==> src/design/y86fd_pkg.sv <==
// Shared types and constants for the Y86-64 fetch and decode block.
// Used by the channel interfaces, the decoder and the top level.
package y86fd_pkg;

  localparam int unsigned PC_W      = 12;
  localparam int unsigned NPC_W     = 13;
  localparam int unsigned LEN_W     = 4;
  localparam int unsigned MEM_SIZE  = 4096;
  localparam int unsigned CMP_W     = 17;

  localparam logic [3:0] NO_REG   = 4'hf;
  localparam logic [3:0] REG_MAX  = 4'd14;
  localparam logic [3:0] FN_NONE  = 4'h0;
  localparam logic [3:0] FN_CMOV_MAX   = 4'd6;
  localparam logic [3:0] FN_OP_MAX     = 4'd3;
  localparam logic [3:0] FN_JXX_MAX    = 4'd6;
  localparam logic [3:0] FN_IOTRAP_MAX = 4'd5;

  localparam logic [LEN_W-1:0] LEN_SHORT = 4'd1;
  localparam logic [LEN_W-1:0] LEN_REGS  = 4'd2;
  localparam logic [LEN_W-1:0] LEN_DEST  = 4'd9;
  localparam logic [LEN_W-1:0] LEN_LONG  = 4'd10;

  typedef enum logic [3:0] {
    IC_HALT   = 4'h0,
    IC_NOP    = 4'h1,
    IC_CMOV   = 4'h2,
    IC_IRMOV  = 4'h3,
    IC_RMMOV  = 4'h4,
    IC_MRMOV  = 4'h5,
    IC_OP     = 4'h6,
    IC_JXX    = 4'h7,
    IC_CALL   = 4'h8,
    IC_RET    = 4'h9,
    IC_PUSH   = 4'ha,
    IC_POP    = 4'hb,
    IC_IOTRAP = 4'hc
  } icode_t;

  typedef enum logic [1:0] {
    ST_OK  = 2'd0,
    ST_INS = 2'd1,
    ST_ADR = 2'd2
  } status_t;

  typedef struct packed {
    logic [3:0]       icode;
    logic [3:0]       ifun;
    logic [3:0]       reg_a;
    logic [3:0]       reg_b;
    logic [63:0]      constant;
    logic [NPC_W-1:0] next_pc;
    status_t          status;
  } decode_t;

endpackage

==> src/design/y86fd_if.sv <==
// Valid/ready channel interfaces for the fetch request and the decoded result.
// Depends on y86fd_pkg for field widths and the status type.
interface y86fd_fetch_if import y86fd_pkg::*; ();
  logic            valid;
  logic            ready;
  logic [PC_W-1:0] pc;
  logic [63:0]     bytes_low;
  logic [15:0]     bytes_high;

  modport source(output valid, pc, bytes_low, bytes_high, input ready);
  modport sink(input valid, pc, bytes_low, bytes_high, output ready);
endinterface

interface y86fd_decoded_if import y86fd_pkg::*; ();
  logic             valid;
  logic             ready;
  logic [3:0]       icode;
  logic [3:0]       ifun;
  logic [3:0]       reg_a;
  logic [3:0]       reg_b;
  logic [63:0]      constant;
  logic [NPC_W-1:0] next_pc;
  status_t          status;

  modport source(output valid, icode, ifun, reg_a, reg_b, constant, next_pc, status,
                 input ready);
  modport sink(input valid, icode, ifun, reg_a, reg_b, constant, next_pc, status,
               output ready);
endinterface

==> src/design/y86fd_decode.sv <==
// Combinational Y86-64 instruction decoder: fields, constant, next PC and status.
// Depends on y86fd_pkg.
module y86fd_decode import y86fd_pkg::*; (
  input  logic [PC_W-1:0] pc,
  input  logic [63:0]     bytes_low,
  input  logic [15:0]     bytes_high,
  output decode_t         result
);

  logic [3:0]       icode;
  logic [3:0]       fn;
  logic [3:0]       ra;
  logic [3:0]       rb;
  logic [63:0]      c_regs;
  logic [63:0]      c_dest;
  logic [3:0]       ifun;
  logic [3:0]       oa;
  logic [3:0]       ob;
  logic [63:0]      k;
  logic [LEN_W-1:0] len;
  logic             ok;
  logic [NPC_W-1:0] npc;

  assign icode  = bytes_low[7:4];
  assign fn     = bytes_low[3:0];
  assign ra     = bytes_low[15:12];
  assign rb     = bytes_low[11:8];
  assign c_regs = {bytes_high, bytes_low[63:16]};
  assign c_dest = {bytes_high[7:0], bytes_low[63:8]};

  always_comb begin
    ifun = FN_NONE;
    oa   = NO_REG;
    ob   = NO_REG;
    k    = '0;
    len  = LEN_SHORT;
    ok   = 1'b0;
    case (icode_t'(icode))
      IC_HALT, IC_NOP, IC_RET: begin
        ok = (fn == FN_NONE);
      end
      IC_CMOV: begin
        ifun = fn;
        oa   = ra;
        ob   = rb;
        len  = LEN_REGS;
        ok   = (fn <= FN_CMOV_MAX) && (ra <= REG_MAX) && (rb <= REG_MAX);
      end
      IC_IRMOV: begin
        oa  = ra;
        ob  = rb;
        k   = c_regs;
        len = LEN_LONG;
        ok  = (fn == FN_NONE) && (ra == NO_REG) && (rb <= REG_MAX);
      end
      IC_RMMOV, IC_MRMOV: begin
        oa  = ra;
        ob  = rb;
        k   = c_regs;
        len = LEN_LONG;
        ok  = (fn == FN_NONE) && (ra <= REG_MAX);
      end
      IC_OP: begin
        ifun = fn;
        oa   = ra;
        ob   = rb;
        len  = LEN_REGS;
        ok   = (fn <= FN_OP_MAX) && (ra <= REG_MAX) && (rb <= REG_MAX);
      end
      IC_JXX: begin
        ifun = fn;
        k    = c_dest;
        len  = LEN_DEST;
        ok   = (fn <= FN_JXX_MAX);
      end
      IC_CALL: begin
        k   = c_dest;
        len = LEN_DEST;
        ok  = (fn == FN_NONE);
      end
      IC_PUSH, IC_POP: begin
        oa  = ra;
        ob  = rb;
        len = LEN_REGS;
        ok  = (fn == FN_NONE) && (ra <= REG_MAX) && (rb == NO_REG);
      end
      IC_IOTRAP: begin
        ifun = fn;
        ok   = (fn <= FN_IOTRAP_MAX);
      end
      default: begin
        ok = 1'b0;
      end
    endcase
  end

  assign npc = {1'b0, pc} + NPC_W'(len);

  always_comb begin
    result.icode    = icode;
    result.ifun     = ifun;
    result.reg_a    = oa;
    result.reg_b    = ob;
    result.constant = k;
    result.next_pc  = npc;
    if (CMP_W'(npc) > CMP_W'(MEM_SIZE)) begin
      result.status = ST_ADR;
    end else if (!ok) begin
      result.status = ST_INS;
    end else begin
      result.status = ST_OK;
    end
  end

endmodule

==> src/design/y86_instruction_fetch_decode.sv <==
// Y86-64 fetch-stage decoder: fetch channel in, decoded channel out.
// The fetch channel carries a PC and the ten instruction bytes found there;
// each transaction yields exactly one decoded transaction with icode, ifun,
// register nibbles, the 8-byte constant, the next PC and a status code.
// Unused register fields read as 15 and an unused constant reads as 0.
// An address error, raised when the next PC passes the memory size, takes
// priority over an invalid-instruction status.
// The path is an input register, the decoder logic and an output register:
// an accepted fetch transaction is captured in the input register, decoded,
// and its result is captured in the output register and offered from there.
// One transaction is accepted every cycle while the receiver takes results.
// When the receiver stalls, the output register holds its result and the
// input register holds the next one; the fetch side stalls only when both
// are full. Synchronous reset empties both registers and keeps no other state.
// Depends on y86fd_pkg, the channel interfaces and y86fd_decode.
module y86_instruction_fetch_decode import y86fd_pkg::*; (
  input  logic             clk,
  input  logic             rst,
  y86fd_fetch_if.sink      fetch,
  y86fd_decoded_if.source  decoded
);

  logic            s1_valid;
  logic [PC_W-1:0] s1_pc;
  logic [63:0]     s1_lo;
  logic [15:0]     s1_hi;
  logic            s1_ready;
  decode_t         dec;
  logic            out_valid;
  decode_t         out_data;

  assign s1_ready    = !out_valid || decoded.ready;
  assign fetch.ready = !s1_valid || s1_ready;

  always_ff @(posedge clk) begin
    if (rst) begin
      s1_valid <= 1'b0;
    end else if (fetch.ready) begin
      s1_valid <= fetch.valid;
    end
  end

  always_ff @(posedge clk) begin
    if (fetch.ready && fetch.valid) begin
      s1_pc <= fetch.pc;
      s1_lo <= fetch.bytes_low;
      s1_hi <= fetch.bytes_high;
    end
  end

  y86fd_decode u_decode (
    .pc         (s1_pc),
    .bytes_low  (s1_lo),
    .bytes_high (s1_hi),
    .result     (dec)
  );

  always_ff @(posedge clk) begin
    if (rst) begin
      out_valid <= 1'b0;
    end else if (s1_ready) begin
      out_valid <= s1_valid;
    end
  end

  always_ff @(posedge clk) begin
    if (s1_ready && s1_valid) begin
      out_data <= dec;
    end
  end

  assign decoded.valid    = out_valid;
  assign decoded.icode    = out_data.icode;
  assign decoded.ifun     = out_data.ifun;
  assign decoded.reg_a    = out_data.reg_a;
  assign decoded.reg_b    = out_data.reg_b;
  assign decoded.constant = out_data.constant;
  assign decoded.next_pc  = out_data.next_pc;
  assign decoded.status   = out_data.status;

`ifndef SYNTHESIS
  a_stage_holds: assert property (@(posedge clk) disable iff (rst)
    (s1_valid && !s1_ready) |=> s1_valid)
    else $error("input stage lost a pending transaction");

  a_adr_status: assert property (@(posedge clk) disable iff (rst)
    out_valid |-> ((out_data.status == ST_ADR) ==
                   (CMP_W'(out_data.next_pc) > CMP_W'(MEM_SIZE))))
    else $error("address error status disagrees with next PC");

  a_unknown_icode: assert property (@(posedge clk) disable iff (rst)
    (out_valid && out_data.icode > IC_IOTRAP) |->
      (out_data.reg_a == NO_REG && out_data.reg_b == NO_REG &&
       out_data.constant == '0 && out_data.status != ST_OK))
    else $error("unknown icode decoded with live fields or ok status");

  a_output_advances: assert property (@(posedge clk) disable iff (rst)
    (s1_valid && s1_ready) |=> out_valid)
    else $error("decoded transaction dropped between stages");
`endif

endmodule

==> src/flat_wrapper.sv <==
// flat-port wrapper written by rule: the top's interface ports become plain ports
module y86_instruction_fetch_decode_flat import y86fd_pkg::*;
  (clk, rst, fetch_valid, fetch_pc, fetch_bytes_low, fetch_bytes_high, fetch_ready, decoded_valid, decoded_icode, decoded_ifun, decoded_reg_a, decoded_reg_b, decoded_constant, decoded_next_pc, decoded_status, decoded_ready);
  y86fd_fetch_if fetch_i ();
  y86fd_decoded_if decoded_i ();
  input  logic clk;
  input  logic rst;
  input wire logic [$bits(fetch_i.valid)-1:0] fetch_valid;
  input wire logic [$bits(fetch_i.pc)-1:0] fetch_pc;
  input wire logic [$bits(fetch_i.bytes_low)-1:0] fetch_bytes_low;
  input wire logic [$bits(fetch_i.bytes_high)-1:0] fetch_bytes_high;
  output wire logic [$bits(fetch_i.ready)-1:0] fetch_ready;
  output wire logic [$bits(decoded_i.valid)-1:0] decoded_valid;
  output wire logic [$bits(decoded_i.icode)-1:0] decoded_icode;
  output wire logic [$bits(decoded_i.ifun)-1:0] decoded_ifun;
  output wire logic [$bits(decoded_i.reg_a)-1:0] decoded_reg_a;
  output wire logic [$bits(decoded_i.reg_b)-1:0] decoded_reg_b;
  output wire logic [$bits(decoded_i.constant)-1:0] decoded_constant;
  output wire logic [$bits(decoded_i.next_pc)-1:0] decoded_next_pc;
  output wire logic [$bits(decoded_i.status)-1:0] decoded_status;
  input wire logic [$bits(decoded_i.ready)-1:0] decoded_ready;
  assign fetch_i.valid = fetch_valid;
  assign fetch_i.pc = fetch_pc;
  assign fetch_i.bytes_low = fetch_bytes_low;
  assign fetch_i.bytes_high = fetch_bytes_high;
  assign fetch_ready = fetch_i.ready;
  assign decoded_valid = decoded_i.valid;
  assign decoded_icode = decoded_i.icode;
  assign decoded_ifun = decoded_i.ifun;
  assign decoded_reg_a = decoded_i.reg_a;
  assign decoded_reg_b = decoded_i.reg_b;
  assign decoded_constant = decoded_i.constant;
  assign decoded_next_pc = decoded_i.next_pc;
  assign decoded_status = decoded_i.status;
  assign decoded_i.ready = decoded_ready;
  y86_instruction_fetch_decode u_core (.clk(clk), .rst(rst), .fetch(fetch_i), .decoded(decoded_i));
endmodule
==> config.mk <==
export PLATFORM = sky130hd
export DESIGN_NAME = y86_instruction_fetch_decode_flat
export DESIGN_NICKNAME = d
export VERILOG_FILES = /design/src/design/y86fd_pkg.sv /design/src/design/y86fd_if.sv /design/src/design/y86fd_decode.sv /design/src/design/y86_instruction_fetch_decode.sv /design/src/flat_wrapper.sv
export SDC_FILE = /design/constraint.sdc
export NUM_CORES = 1
export LEC_CHECK = 0
export BUFFER_PORTS_ARGS = -buffer_cell sky130_fd_sc_hd__buf_4
export CAP_MARGIN = 20
export CORE_MARGIN = 5
export CORE_UTILIZATION = 35
export DETAILED_ROUTE_END_ITERATION = 12
export GPL_ROUTABILITY_DRIVEN = 1
export PLACE_DENSITY = 0.63
export SLEW_MARGIN = 20
export SYNTH_ARGS = -nofsm -noshare
export SYNTH_HDL_FRONTEND = slang
export SYNTH_SLANG_ARGS = --single-unit
==> constraint.sdc <==
create_clock -name clk -period 6.4 [get_ports clk]
set_input_delay 0.64 -clock clk [delete_from_list [all_inputs] [get_ports clk]]
set_output_delay 0.64 -clock clk [all_outputs]
set_load 0.02 [all_outputs]
==> results by stage <==
Outcome:
- The run finished with clean final reports.

CTS:
- Clock latency on the worst-skew pair, taken at its later pin, is 0.42 ns.
- The CTS tree is done.
- Post-CTS timing repair inserted 0 buffers for setup.
- The maximum root-to-sink buffer count is 2.
- The cts-stage hold buffer count is 0.
- The clock-pin slew on the worst setup and hold paths is 0.07 ns.
- The root cell of the clock tree is clkbuf_16.
- The depth of the CTS H-tree is 4.
- Counting every sink on the clock net gives 189.
- TritonCTS created 17 clock buffers.
- After clock tree synthesis, the repair step resized 0 gates.

Power:
- Dividing total power by cell area gives a power density of 290 nW/um2.
- The relative contribution of combinational cells to total power is 9.5%.
- The cell leakage power is 0.00354 uW.
- The largest vdd supply drop is 0.175 mV.
- The analysis attributes to net switching a power of 636 uW.
- The clock network is responsible for 35.7% of the overall power.
- The proportion of power drawn by flip-flops and latches is 54.8%.
- Net switching is 23.5% of the power.
- The internal power consumption is 2070 uW.

GRT:
- The wire length of the first global-routing pass is 24.2 mm.
- The total routing resource utilization after global routing is 14.2%.
- Entering global routing, the biggest net connects 66 pins.
- The number of antenna violations at the first check in global routing is 0.
- The via count of the first global-routing pass is 4229.
- The remaining global-route overflow is 0.

Placement:
- Summed over all nets, the half-perimeter wirelength after detailed placement is 11.8 mm.
- The number of cells after detailed placement is 826.
- The count of buffers added on input and output ports is 192.
- The routability congestion estimate from global placement is 0.840.

Timing:
- Clock skew on the completed layout was measured at 0.00655 ns.
- At the pin with the least slew margin, the transition time is 0.722 ns.
- After routing, the total negative slack on setup checks comes to 0 ns.
- For this run, the top clock speed supported by timing is 0.248 GHz.
- Setup repair after global routing left no endpoint under its margin.
- The number of pins with negative max-slew slack in the final report was 0.
- In this run the tightest slew margin relative to its limit is 51.8%.
- The number of endpoints failing setup at the final stage is 0.
- The final number of hold-violating endpoints is 0.
- The worst path uses 63.1% of the clock period.
- The minimum clock period after layout is 4.04 ns.

Routing:
- Using the TritonRoute via totals, the vias-per-cell ratio works out to 4.81.
- The final routed DRC violation total is 0.
- The count of nets left with antenna violations once routing finished came out at 0.
- The iteration count of the initial detailed-routing pass is 6.
- Across all layers, the routed design uses 4119 vias.
- The routed wire length is 16.4 mm.
- The count of routing violations after the opening detailed-route iteration is 255.
- Dividing the detail-routed wire length by the instance count gives 19.1 um.

Synthesis:
- The post-synth net total is 482.
- After synthesis, the share of flip-flops with an asynchronous set or reset is 0%.
- The netlist uses 45 different library cells.
- After synthesis, the largest area contributor takes up 79.9% of total cell area.
- In this run, synthesis produced a sequential element count of 189.
- The sequential-to-total area share from yosys stat is 80.4%.
- In this run, synthesis inferred 187 flip-flops with an integrated enable.
- In the synthesized netlist, the number of instances is 382.
- Yosys printed 0 warnings.
- Yosys attributes the largest share of cell area to edfxtp_1 80%, a22o_1 8.0%, or2_2 0.89%, nor2b_1 0.80%, xnor2_1 0.62%.
- The cell taking the most area after synthesis is edfxtp_1.
- After synthesis, the mean cell area works out to 18.4 um2.
- In the synthesized netlist the dominant register cell turns out to be edfxtp_1.
- The summed instance area of the synthesized netlist is 7030 um2.

Worst setup path:
- The cell family contributing the most delay on the critical path is simple AND/OR/NAND/NOR gates.
- The endpoint kind of the worst setup timing path is a flop.
- The combined buffer and inverter count along the critical path is 1.
- The critical path arrival is 4.19 ns.
- Counting cells, the worst reg-to-reg path comes to 11.
- The type of element launching the critical path is a flop.
- The critical path start-end classification is reg -> reg.
- Along the worst path, the maximum fanout reaches 65.
- At the worst endpoint, the required time is 6.55 ns.
- The critical path goes through nor2b_1 -> and2_1 -> mux2_2 -> buf_4 -> or2_2 -> ha_1 -> nand3b_2 -> or4_1 -> a211o_1 -> a221oi_2 -> a21boi_2.
- For this run, the slowest stage of the critical path takes 0.56 ns.
- The number of cells on the critical path is 11.
- The register-to-register setup slack is 2.36 ns.
- In this run the critical register-to-register path is launched from u_core.s1_lo[5].
- The worst register-to-register path ends at u_core.decoded.status[1].
- The cell with the largest stage delay on the worst path is or4_1.

Run:
- The number of max-capacitance violations reported is 0.

Floorplanning:
- Row generation in the floorplan step produced 51 rows.
- The die outline width is 152 um.
- The vertical die dimension is 152 um.
- The I/O pin count is 193.
- The initial cell density of the core is 35.9%.
- In this run the standard cell core region covers 19600 um2.
- The full die area is 23000 um2.

Layout:
- Leaving out fill and tap cells, the most frequent cell in the layout is buf_4.
- Of the cells placed in the final design, the portion with a size suffix greater than 1 is 41.6%.
- Leaving out fill and tap cells, the most frequent cells in the layout are 198 x buf_4, 187 x edfxtp_1, 64 x a22o_1, 17 x clkbuf_16.
- The number of nets at the end of the flow is 680.
- The number of standard cells in the final layout excluding fillers is 857.
- The relative area change from synthesis to final layout is 32.7%.
- The diode insertion count for antenna repair is 0.

Worst hold path:
- Along the worst hold path, the cell count comes to 2.
- The worst hold path begins at rst.
- The tightest min-delay check is of the in -> reg type.
- The hold path endpoint is u_core.decoded.valid.
## cell families after synthesis
group,Yosys count,share of synthesized area (%)
adder cells (fa/ha/maj),4,0.819
AND/OR/NAND/NOR,67,5.55
buffers and inverters,24,1.35
AO/OA/AOI/OAI,85,10.1
XOR/XNOR,10,1.25
multiplexers,3,0.445
flip-flops,189,80.4
## state kept, by name, indices dropped and copies added, names as in the netlist
signal	cells
u_core.decoded.constant	64
u_core.s1_lo	64
u_core.s1_hi	16
u_core.decoded.next_pc	13
u_core.s1_pc	12
u_core.decoded.icode	4
u_core.decoded.ifun	4
u_core.decoded.reg_a	4
u_core.decoded.reg_b	4
u_core.decoded.status	2
u_core.decoded.valid	1
u_core.s1_valid	1
## cells in the mapped netlist, types with 2 or more instances
cell	n
a21oi_1	7
and3_1	2
nand4_1	3
nor3_1	2
dfxtp_1	2
o21ai_0	2
nor3b_1	2
nand3_1	2
buf_2	3
nor2b_1	9
nand2_1	8
clkbuf_1	10
and2_1	3
a22o_1	64
or2_2	10
nand3b_1	3
mux2i_1	2
or4_1	2
xor2_1	5
edfxtp_1	187
a31oi_1	2
nor4_1	3
nor2_1	10
xnor2_1	5
buf_1	5
inv_1	5
a22oi_1	2
nand2b_1	3
ha_1	3
## power groups by stage
stage / clock [uW] / sequential (uW) / combinational, uW
after detailed placement: 0 / 1510 / 260
after CTS: 990 / 1480 / 260
after floorplan: 0 / 1540 / 93.3
final: 967 / 1480 / 256
after global routing: 1050 / 1490 / 276
after global placement: 0 / 1510 / 253
## stage by stage
stage                     power (uW)  util, %  worst slack (ns)  hold slack [ns]  area, um2
after floorplan                 1640        -             0.911            0.424       7030
after global placement          1760     44.9              2.59            0.501       8790
after detailed placement        1770     44.9              2.42            0.529       8790
after CTS                       2740     47.6              2.41            0.363       9330
after global routing            2810     47.6              2.23            0.361       9330
final                           2710     47.6              2.36            0.381       9330
## final cells by class
| cell class | instances | area (um2) |
|---|---|---|
| tap | 265 | 332 |
| sequential | 189 | 5660 |
| timing repair buffer | 198 | 1490 |
| clock buffer | 18 | 429 |
| inverter | 5 | 18.8 |
| fill | 1708 | 10300 |
| multi-input combinational | 169 | 1300 |
| clock inverter | 13 | 108 |
## per-layer routing
| layer | GRT usage (%) | wire length [um] | share of wire (%) |
|---|---|---|---|
| met5 | 0 | 0 | 0 |
| met4 | 4.81 | 290 | 1.8 |
| met3 | 4.58 | 1170 | 7.1 |
| met2 | 23.5 | 8420 | 51 |
| met1 | 17.6 | 6500 | 40 |
## worst max path at each step
stage	startpoint	end	slack [ns]
CTS	u_core.s1_lo[5]	u_core.decoded.status[1]	2.41
finish	u_core.s1_lo[5]	u_core.decoded.status[1]	2.36
floorplan	decoded_ready	u_core.decoded.constant[0]	0.91
global placement	u_core.s1_lo[5]	u_core.decoded.status[1]	2.59
global route	u_core.s1_lo[5]	u_core.decoded.status[1]	2.23
detailed placement	u_core.s1_lo[5]	u_core.decoded.status[1]	2.42
Note: power is estimated with default switching activity, not from simulation.
